===== src/sv/prd_pkg.sv =====
`timescale 1ns / 1ps

package prd_pkg;

   // payload widths
   localparam int unsigned RANK_W = 10;
   localparam int unsigned POS_W  = 10;
   localparam int unsigned ELEM_W = 10;
   localparam int unsigned SIZE_W = 11;

   // used map is kept as rows of this many flags
   localparam int unsigned WORD_W = 32;
   localparam int unsigned OFF_W  = $clog2(WORD_W);
   localparam int unsigned POP_W  = $clog2(WORD_W + 1);

   localparam int unsigned MAX_SIZE_DEF = 1024;
   localparam logic [SIZE_W-1:0] SIZE_RESET = 11'd1024;

   // csr port
   localparam int unsigned CSR_DATA_W = 32;
   localparam int unsigned CSR_ADDR_W = 3;
   localparam logic [CSR_ADDR_W-3:0] REG_PERM_SIZE = 1'b0;

endpackage


===== src/sv/prd_ram.sv =====
`timescale 1ns / 1ps

module prd_ram #(
   parameter int unsigned WIDTH = prd_pkg::WORD_W,
   parameter int unsigned DEPTH = 32,
   parameter int unsigned AW    = (DEPTH > 1) ? $clog2(DEPTH) : 1
) (
   input  logic             clock,
   input  logic             wr_en,
   input  logic [AW-1:0]    wr_addr,
   input  logic [WIDTH-1:0] wr_data,
   input  logic             rd_en,
   input  logic [AW-1:0]    rd_addr,
   output logic [WIDTH-1:0] rd_data
);

   logic [WIDTH-1:0] mem [DEPTH];
   logic [WIDTH-1:0] rd_data_ff;

   always_ff @(posedge clock) begin
      if (wr_en) begin
         mem[wr_addr] <= wr_data;
      end
      if (rd_en) begin
         rd_data_ff <= mem[rd_addr];
      end
   end

   assign rd_data = rd_data_ff;

endmodule


===== src/sv/permutation_rank_decoder.sv =====
`timescale 1ns / 1ps

// Permutation rank decoder: rebuilds a permutation from a stream of ranks.
// req channel: one rank per beat, the rank-th still unused element (from zero).
// rsp channel: position, element, last and error per beat. The rank for the
// next-to-last position yields two beats, the second carrying the single
// remaining element with last set. A rank not below the unused count gives one
// beat with error set. After an error or a last beat a new permutation begins.
// csr port: perm_size at byte address 0, clamped to 2..MAX_SIZE; writing it
// starts a new permutation. Write only while the block is idle.
// Flow: req_ready is high only while idle. An item runs one accept step, r + 1
// scan steps (one row per cycle through the map RAM), r being the number of
// 32-flag map rows scanned until the chosen element is found, a 5-step halving
// search inside the row and one emit step; a rank that is too large goes from
// accept straight to the emit step. The next-to-last item runs a second scan
// for the remaining element.
// The result sits in an output register; a stalled receiver holds the block
// in its emit step until the beat is taken. Reset sets perm_size to 1024 and
// clears the used map at once through per-row valid flags (no clearing pass).

module permutation_rank_decoder #(
   parameter int unsigned MAX_SIZE = prd_pkg::MAX_SIZE_DEF
) (
   input  logic                            clock,
   input  logic                            reset,
   input  logic                            req_valid,
   output logic                            req_ready,
   input  logic [prd_pkg::RANK_W-1:0]      req_rank,
   output logic                            rsp_valid,
   input  logic                            rsp_ready,
   output logic [prd_pkg::POS_W-1:0]       rsp_position,
   output logic [prd_pkg::ELEM_W-1:0]      rsp_element,
   output logic                            rsp_last,
   output logic                            rsp_error,
   input  logic                            csr_psel,
   input  logic                            csr_penable,
   input  logic                            csr_pwrite,
   input  logic [prd_pkg::CSR_ADDR_W-1:0]  csr_paddr,
   input  logic [prd_pkg::CSR_DATA_W-1:0]  csr_pwdata,
   output logic [prd_pkg::CSR_DATA_W-1:0]  csr_prdata,
   output logic                            csr_pready
);

   import prd_pkg::*;

   localparam int unsigned IDX_W = $clog2(MAX_SIZE);
   localparam int unsigned CNT_W = $clog2(MAX_SIZE + 1);
   localparam int unsigned CMP_W = (CNT_W > RANK_W) ? CNT_W : RANK_W;
   localparam int unsigned NROWS = (MAX_SIZE + WORD_W - 1) / WORD_W;
   localparam int unsigned ROW_W = (NROWS > 1) ? $clog2(NROWS) : 1;
   localparam int unsigned SH_W  = OFF_W + 1;

   localparam logic [2:0] ST_IDLE   = 3'd0;
   localparam logic [2:0] ST_SCAN   = 3'd1;
   localparam logic [2:0] ST_NARROW = 3'd2;
   localparam logic [2:0] ST_EMIT   = 3'd3;

   logic [2:0]         state_ff, state_in;
   logic [SIZE_W-1:0]  perm_ff, perm_in;
   logic [IDX_W-1:0]   pos_ff, pos_in;
   logic [NROWS-1:0]   row_valid_ff, row_valid_in;
   logic [RANK_W-1:0]  k_ff, k_in;
   logic               final_ff, final_in;
   logic [ROW_W-1:0]   rd_row_ff, rd_row_in;
   logic               chk_valid_ff, chk_valid_in;
   logic [ROW_W-1:0]   chk_row_ff, chk_row_in;
   logic [WORD_W-1:0]  word_ff, word_in;
   logic [WORD_W-1:0]  frag_ff, frag_in;
   logic [ROW_W-1:0]   row_ff, row_in;
   logic [OFF_W-1:0]   off_ff, off_in;
   logic [OFF_W-1:0]   half_ff, half_in;
   logic [IDX_W-1:0]   res_pos_ff, res_pos_in;
   logic [ELEM_W-1:0]  res_elem_ff, res_elem_in;
   logic               res_last_ff, res_last_in;
   logic               res_err_ff, res_err_in;
   logic               rsp_valid_ff, rsp_valid_in;
   logic [POS_W-1:0]   rsp_pos_ff, rsp_pos_in;
   logic [ELEM_W-1:0]  rsp_elem_ff, rsp_elem_in;
   logic               rsp_last_ff, rsp_last_in;
   logic               rsp_err_ff, rsp_err_in;

   logic               ram_wr_en;
   logic [ROW_W-1:0]   ram_wr_addr;
   logic [WORD_W-1:0]  ram_wr_data;
   logic               ram_rd_en;
   logic [WORD_W-1:0]  ram_rd_data;

   logic [CNT_W-1:0]   size_eff;
   logic               accept;
   logic               csr_hit;
   logic               csr_wr;
   logic               wrap;
   logic [IDX_W-1:0]   pos_eff;
   logic [CNT_W-1:0]   remaining;
   logic [WORD_W-1:0]  chk_word;
   logic [WORD_W-1:0]  chk_free;
   logic [POP_W-1:0]   chk_cnt;
   logic [WORD_W-1:0]  lo_frag;
   logic [POP_W-1:0]   lo_cnt;
   logic               go_low;
   logic [OFF_W-1:0]   off_next;

   prd_ram #(
      .WIDTH (WORD_W),
      .DEPTH (NROWS),
      .AW    (ROW_W)
   ) u_map (
      .clock   (clock),
      .wr_en   (ram_wr_en),
      .wr_addr (ram_wr_addr),
      .wr_data (ram_wr_data),
      .rd_en   (ram_rd_en),
      .rd_addr (rd_row_ff),
      .rd_data (ram_rd_data)
   );

   // clamp the register to 2..MAX_SIZE
   always_comb begin
      if (perm_ff < SIZE_W'(2)) begin
         size_eff = CNT_W'(2);
      end else if (32'(perm_ff) > MAX_SIZE) begin
         size_eff = CNT_W'(MAX_SIZE);
      end else begin
         size_eff = CNT_W'(perm_ff);
      end
   end

   assign req_ready = (state_ff == ST_IDLE);
   assign accept    = req_valid && req_ready;
   assign csr_hit   = (csr_paddr[CSR_ADDR_W-1:2] == REG_PERM_SIZE);
   assign csr_wr    = csr_psel && csr_penable && csr_pwrite && csr_hit;

   // stale position check and remaining count at accept
   assign wrap      = (CNT_W'(pos_ff) + CNT_W'(1)) >= size_eff;
   assign pos_eff   = wrap ? '0 : pos_ff;
   assign remaining = size_eff - CNT_W'(pos_eff);

   // row check: count free flags of the row read last cycle
   assign chk_word = row_valid_ff[chk_row_ff] ? ram_rd_data : '0;
   assign chk_free = ~chk_word;
   assign chk_cnt  = POP_W'($countones(chk_free));

   // halving step inside the chosen row
   assign lo_frag  = frag_ff & ({WORD_W{1'b1}} >> (SH_W'(WORD_W) - SH_W'(half_ff)));
   assign lo_cnt   = POP_W'($countones(lo_frag));
   assign go_low   = k_ff < RANK_W'(lo_cnt);
   assign off_next = go_low ? off_ff : off_ff + half_ff;

   always_comb begin
      state_in     = state_ff;
      perm_in      = perm_ff;
      pos_in       = pos_ff;
      row_valid_in = row_valid_ff;
      k_in         = k_ff;
      final_in     = final_ff;
      rd_row_in    = rd_row_ff;
      chk_valid_in = chk_valid_ff;
      chk_row_in   = chk_row_ff;
      word_in      = word_ff;
      frag_in      = frag_ff;
      row_in       = row_ff;
      off_in       = off_ff;
      half_in      = half_ff;
      res_pos_in   = res_pos_ff;
      res_elem_in  = res_elem_ff;
      res_last_in  = res_last_ff;
      res_err_in   = res_err_ff;
      rsp_valid_in = rsp_valid_ff && !rsp_ready;
      rsp_pos_in   = rsp_pos_ff;
      rsp_elem_in  = rsp_elem_ff;
      rsp_last_in  = rsp_last_ff;
      rsp_err_in   = rsp_err_ff;
      ram_wr_en    = 1'b0;
      ram_wr_addr  = row_ff;
      ram_wr_data  = word_ff | (WORD_W'(1) << off_next);
      ram_rd_en    = 1'b0;

      unique case (state_ff)
         ST_IDLE: begin
            if (accept) begin
               pos_in = pos_eff;
               if (wrap) begin
                  row_valid_in = '0;
               end
               if (CMP_W'(req_rank) >= CMP_W'(remaining)) begin
                  res_pos_in  = pos_eff;
                  res_elem_in = '0;
                  res_last_in = 1'b0;
                  res_err_in  = 1'b1;
                  state_in    = ST_EMIT;
               end else begin
                  k_in         = req_rank;
                  final_in     = 1'b0;
                  rd_row_in    = '0;
                  chk_valid_in = 1'b0;
                  state_in     = ST_SCAN;
               end
            end
         end
         ST_SCAN: begin
            // read one row per cycle, check it the cycle after
            ram_rd_en    = 1'b1;
            chk_valid_in = 1'b1;
            chk_row_in   = rd_row_ff;
            if (rd_row_ff != ROW_W'(NROWS - 1)) begin
               rd_row_in = rd_row_ff + ROW_W'(1);
            end
            if (chk_valid_ff) begin
               if (k_ff < RANK_W'(chk_cnt)) begin
                  word_in      = chk_word;
                  frag_in      = chk_free;
                  row_in       = chk_row_ff;
                  off_in       = '0;
                  half_in      = OFF_W'(WORD_W / 2);
                  chk_valid_in = 1'b0;
                  state_in     = ST_NARROW;
               end else begin
                  k_in = k_ff - RANK_W'(chk_cnt);
               end
            end
         end
         ST_NARROW: begin
            if (go_low) begin
               frag_in = lo_frag;
            end else begin
               frag_in = frag_ff >> half_ff;
               k_in    = k_ff - RANK_W'(lo_cnt);
            end
            off_in  = off_next;
            half_in = half_ff >> 1;
            if (half_ff == OFF_W'(1)) begin
               ram_wr_en            = 1'b1;
               row_valid_in[row_ff] = 1'b1;
               res_pos_in           = pos_ff;
               res_elem_in          = ELEM_W'({row_ff, off_next});
               res_last_in          = final_ff;
               res_err_in           = 1'b0;
               state_in             = ST_EMIT;
            end
         end
         ST_EMIT: begin
            if (!rsp_valid_ff || rsp_ready) begin
               rsp_valid_in = 1'b1;
               rsp_pos_in   = POS_W'(res_pos_ff);
               rsp_elem_in  = res_elem_ff;
               rsp_last_in  = res_last_ff;
               rsp_err_in   = res_err_ff;
               if (res_err_ff || res_last_ff) begin
                  row_valid_in = '0;
                  pos_in       = '0;
                  state_in     = ST_IDLE;
               end else begin
                  pos_in = pos_ff + IDX_W'(1);
                  // one element left: scan for the lowest free one
                  if ((CNT_W'(pos_ff) + CNT_W'(2)) == size_eff) begin
                     k_in         = '0;
                     final_in     = 1'b1;
                     rd_row_in    = '0;
                     chk_valid_in = 1'b0;
                     state_in     = ST_SCAN;
                  end else begin
                     state_in = ST_IDLE;
                  end
               end
            end
         end
         default: begin
            state_in = ST_IDLE;
         end
      endcase

      if (csr_wr) begin
         perm_in      = csr_pwdata[SIZE_W-1:0];
         row_valid_in = '0;
         pos_in       = '0;
      end
   end

   always_ff @(posedge clock) begin
      if (reset) begin
         state_ff     <= ST_IDLE;
         perm_ff      <= SIZE_RESET;
         pos_ff       <= '0;
         row_valid_ff <= '0;
         chk_valid_ff <= 1'b0;
         rsp_valid_ff <= 1'b0;
      end else begin
         state_ff     <= state_in;
         perm_ff      <= perm_in;
         pos_ff       <= pos_in;
         row_valid_ff <= row_valid_in;
         chk_valid_ff <= chk_valid_in;
         rsp_valid_ff <= rsp_valid_in;
      end
   end

   always_ff @(posedge clock) begin
      k_ff        <= k_in;
      final_ff    <= final_in;
      rd_row_ff   <= rd_row_in;
      chk_row_ff  <= chk_row_in;
      word_ff     <= word_in;
      frag_ff     <= frag_in;
      row_ff      <= row_in;
      off_ff      <= off_in;
      half_ff     <= half_in;
      res_pos_ff  <= res_pos_in;
      res_elem_ff <= res_elem_in;
      res_last_ff <= res_last_in;
      res_err_ff  <= res_err_in;
      rsp_pos_ff  <= rsp_pos_in;
      rsp_elem_ff <= rsp_elem_in;
      rsp_last_ff <= rsp_last_in;
      rsp_err_ff  <= rsp_err_in;
   end

   assign rsp_valid    = rsp_valid_ff;
   assign rsp_position = rsp_pos_ff;
   assign rsp_element  = rsp_elem_ff;
   assign rsp_last     = rsp_last_ff;
   assign rsp_error    = rsp_err_ff;

   assign csr_prdata = csr_hit ? CSR_DATA_W'(perm_ff) : '0;
   assign csr_pready = 1'b1;

endmodule


===== config.mk =====
export PLATFORM = sky130hd
export DESIGN_NAME = permutation_rank_decoder
export DESIGN_NICKNAME = d
export VERILOG_FILES = /design/src/sv/prd_pkg.sv /design/src/sv/prd_ram.sv /design/src/sv/permutation_rank_decoder.sv
export SDC_FILE = /design/constraint.sdc
export NUM_CORES = 2
export LEC_CHECK = 0
export ABC_CLOCK_PERIOD_IN_PS = 11310
export BUFFER_PORTS_ARGS = -buffer_cell sky130_fd_sc_hd__buf_2
export CAP_MARGIN = 0
export CORE_UTILIZATION = 30
export DETAILED_ROUTE_END_ITERATION = 8
export GPL_TIMING_DRIVEN = 0
export SKIP_LAST_GASP = 1
export SLEW_MARGIN = 20
export SYNTH_ARGS = -nofsm -noshare
export SYNTH_HDL_FRONTEND = slang
export SYNTH_SLANG_ARGS = --single-unit

===== constraint.sdc =====
create_clock -name clock -period 11.31 [get_ports clock]
set_input_delay 1.131 -clock clock [delete_from_list [all_inputs] [get_ports clock]]
set_output_delay 1.131 -clock clock [all_outputs]
set_load 0.01 [all_outputs]

==> impl_metrics.csv <==
group,metric,value,unit
setup_path,worstSetupPathType,"reg2reg",
synthesis,synthArstFlopShare,0,%
drt,vias,29832,
placement,place_congestion,0.921,
synthesis,synthAdderAreaFrac,3.58,%
cts,cts_tree,"built",
drt,wl_met1,61400,µm
setup_path,cp.required,11.75,ns
setup_path,critical-path-max-stage-delay,0.73,ns
setup_path,start_kind,"flip-flop",
status,status,"complete, no violations",
drt,drt_iter0_markers,3679,
placement,dp_hpwl,99800,µm
synthesis,synth_edf_count,1200,
synthesis,syn_inst,3057,
drt,antenna_left,0,
timing,slew_viol_final,0,
setup_path,cp_common_cell,"fa_1",
timing,fin_tns_setup,0,ns
timing,finalCritPeriodShare,96.2,%
synthesis,ys_seq_area_share,68.1,%
synthesis,synth_top_family_by_area,"multiplexers",
cts,cts_max_level,4,
die,fp.coreArea,0.181,mm²
cts,clock_sinks,1257,
grt,antenna_found_initial,6,
die,die_w,429,µm
drt,via_per_inst,5.15,
setup_path,crit_path_max_fanout,32,
synthesis,synthXorXnorAreaFrac,0.731,%
grt,grt.total_usage,15.5,%
drt,wl_per_cell,24.8,µm
timing,setup-violations-final,0,
cts,numCtsBuffers,130,
setup_path,slowest_stage,"o21bai_4",
grt,grt_max_degree,33,
die,num_rows,156,
synthesis,syn_avg_cell_area,17.9,µm²
cts,clock_latency,0.77,ns
drt,finalWirelength,144000,µm
drt,highest_layer,"met4",
cts,ctsLongestPathBuffers,3,
synthesis,ys_warn_count,0,
placement,numPortBuffers,62,
timing,finClkSkew,0.0269,ns
cells_and_area,drive_above_1_share,24.7,%
worst_hold_path,hold_class,"reg2reg",
grt,overflow,0,
synthesis,synth_compound_area_share,4.10,%
timing,rsz0062_at_grt,"true",
die,die_area,0.184,mm²
timing,worst_slack,0.427,ns
synthesis,synthSimpleGateAreaFrac,4.83,%
timing,worstMarginPinSlew,1.19,ns
run,cap_viol_max_count,0,
grt,grt_pass1_vias,29707,
drt,dr_wl_met3,11300,µm
cells_and_area,fin_nets,3507,
cts,cts_root_buf,"clkbuf_16",
drt,wl_met2,66900,µm
drt,route.detailed.drc,0,
timing,hold_violations,0,
timing,fmax,91.9,MHz
grt,grt_pass1_wl,209000,µm
drt,detail_route.first_pass.iterations,7,
die,io_pins,109,
synthesis,synth_area,0.0546,mm²
synthesis,ys_seq_elements,1257,
placement,place_ws,0.138,ns
setup_path,end_kind,"flip-flop",
cells_and_area,area_growth,16.9,%
die,die_height,429,µm
timing,fin_crit,10.88,ns
cts,clk_pin_slew,0.06,ns
synthesis,synth-main-ff-cell,"edfxtp_1",
synthesis,synthMuxAreaShare,16.3,%
setup_path,cp.arrival,11.32,ns
timing,slew_headroom,20.7,%
cts,cts_setup_buffers,0,
die,initial_utilization,30.2,%
synthesis,synth.distinct_cells,81,
-- routing by layer --
metal	vias to the layer above	track usage, %
met5	-	0
met4	0	4.89
met3	225	2.96
met2	1224	24.3
met1	15700	21.8
li1	12683	-
-- stage by stage --
| step | area (µm²) | util, % | instances | hold slack, ns |
|---|---|---|---|---|
| floorplan | 54700 | - | 3077 | 0.400 |
| global placement | 57900 | 32.1 | 5509 | 0.404 |
| detailed placement | 59700 | 33.0 | 5565 | 0.408 |
| CTS | 63700 | 35.3 | 5794 | 0.421 |
| global route | 63800 | 35.3 | 5798 | 0.423 |
| finish | 63800 | 35.3 | 5798 | 0.418 |
-- sequential cells by signal, summed over array words and instances, names as in the netlist, 11 cells and up --
name	cells
row_valid_ff	32
word_ff	32
perm_ff	11
u_map.mem	1024
u_map.rd_data	32
frag_ff	32
-- what timing repair did --
item	in CTS	in global routing
hold buffers	0	0
endpoints found under the setup margin	0	370
gates resized for setup	0	2
-- area by class of cell --
class	count	area, µm²
antenna	1	2.50
buffer	188	853
clock buffer	164	3430
clock inverter	65	634
fill	16816	117000
inverter	115	432
multi-input combinational	1517	16600
sequential	1257	37200
tap	2370	2970
timing repair buffer	121	1720
-- cells by family after synthesis --
family	after synthesis
mux	440
simple gates	561
flops	1257
buf+inv	303
other cells	2
xor+xnor	44
fa+ha+maj	125
compound gates	325
-- cell usage in the layout (no fill, tap or decap), types with 10 or more instances in the layout --
master,n
edfxtp_1,1200
mux4_2,356
nand2_1,197
clkbuf_16,132
clkbuf_1,129
inv_1,111
nor2_1,97
buf_2,94
a21oi_1,77
ha_1,72
nor3_1,60
dfxtp_1,57
fa_1,52
o21a_1,49
mux2_2,45
o21ai_0,42
mux2i_1,39
nand3_1,37
buf_16,37
nor2_4,34
nor2b_1,33
and2_1,27
xnor2_1,26
a21o_1,25
clkinv_1,25
buf_1,23
buf_4,23
conb_1,22
xor2_1,17
clkinv_2,16
buf_12,16
o211ai_1,15
a21o_2,15
nand2b_1,13
clkbuf_2,11
and3_1,10
a211oi_1,10
-- cell usage after synthesis (9+ instances only) --
master	n	area [µm²]
mux2_2	45	507
nand3b_1	9	67.6
inv_1	111	417
o21bai_1	10	75.1
nor2b_1	34	213
and3_1	10	62.6
nor3_1	60	300
nand2b_1	13	81.3
buf_1	34	128
ha_1	73	913
fa_1	52	1040
xor2_1	17	149
nand3_1	37	185
xnor2_1	26	228
a21o_1	40	300
and2_1	27	169
o21a_1	49	368
buf_4	23	173
o211ai_1	15	113
mux4_2	356	8020
mux2i_1	39	390
dfxtp_1	57	1140
clkbuf_1	102	383
nor2_1	131	492
o21ai_0	42	210
a21oi_1	79	395
nand2_1	197	739
edfxtp_1	1200	36000
a211oi_1	10	75.1
buf_2	28	140
a311oi_1	9	78.8
-- worst max-delay path: cells and delay by family (launching register included) --
family | cells | cell delay, ns
flops | 1 | 0.44
mux | 1 | 0.35
compound gates | 6 | 1.68
buf+inv | 10 | 3.03
xor+xnor | 1 | 0.10
simple gates | 3 | 0.79
fa+ha+maj | 10 | 4.11
-- final timing paths --
path                                    start           endpoint  slack [ns]  cells after the start
worst min-delay path            res_pos_ff[4]    rsp_position[4]        0.42                      0
worst max register to register     half_ff[2]  u_map.mem[18][15]        0.43                     31
worst min register to register  res_pos_ff[4]    rsp_position[4]        0.42                      0
worst max-delay path               half_ff[2]  u_map.mem[18][15]        0.43                     31
Power is not shown: default switching activity piles up to over one toggle a cycle in this logic, so the estimate is an artifact.
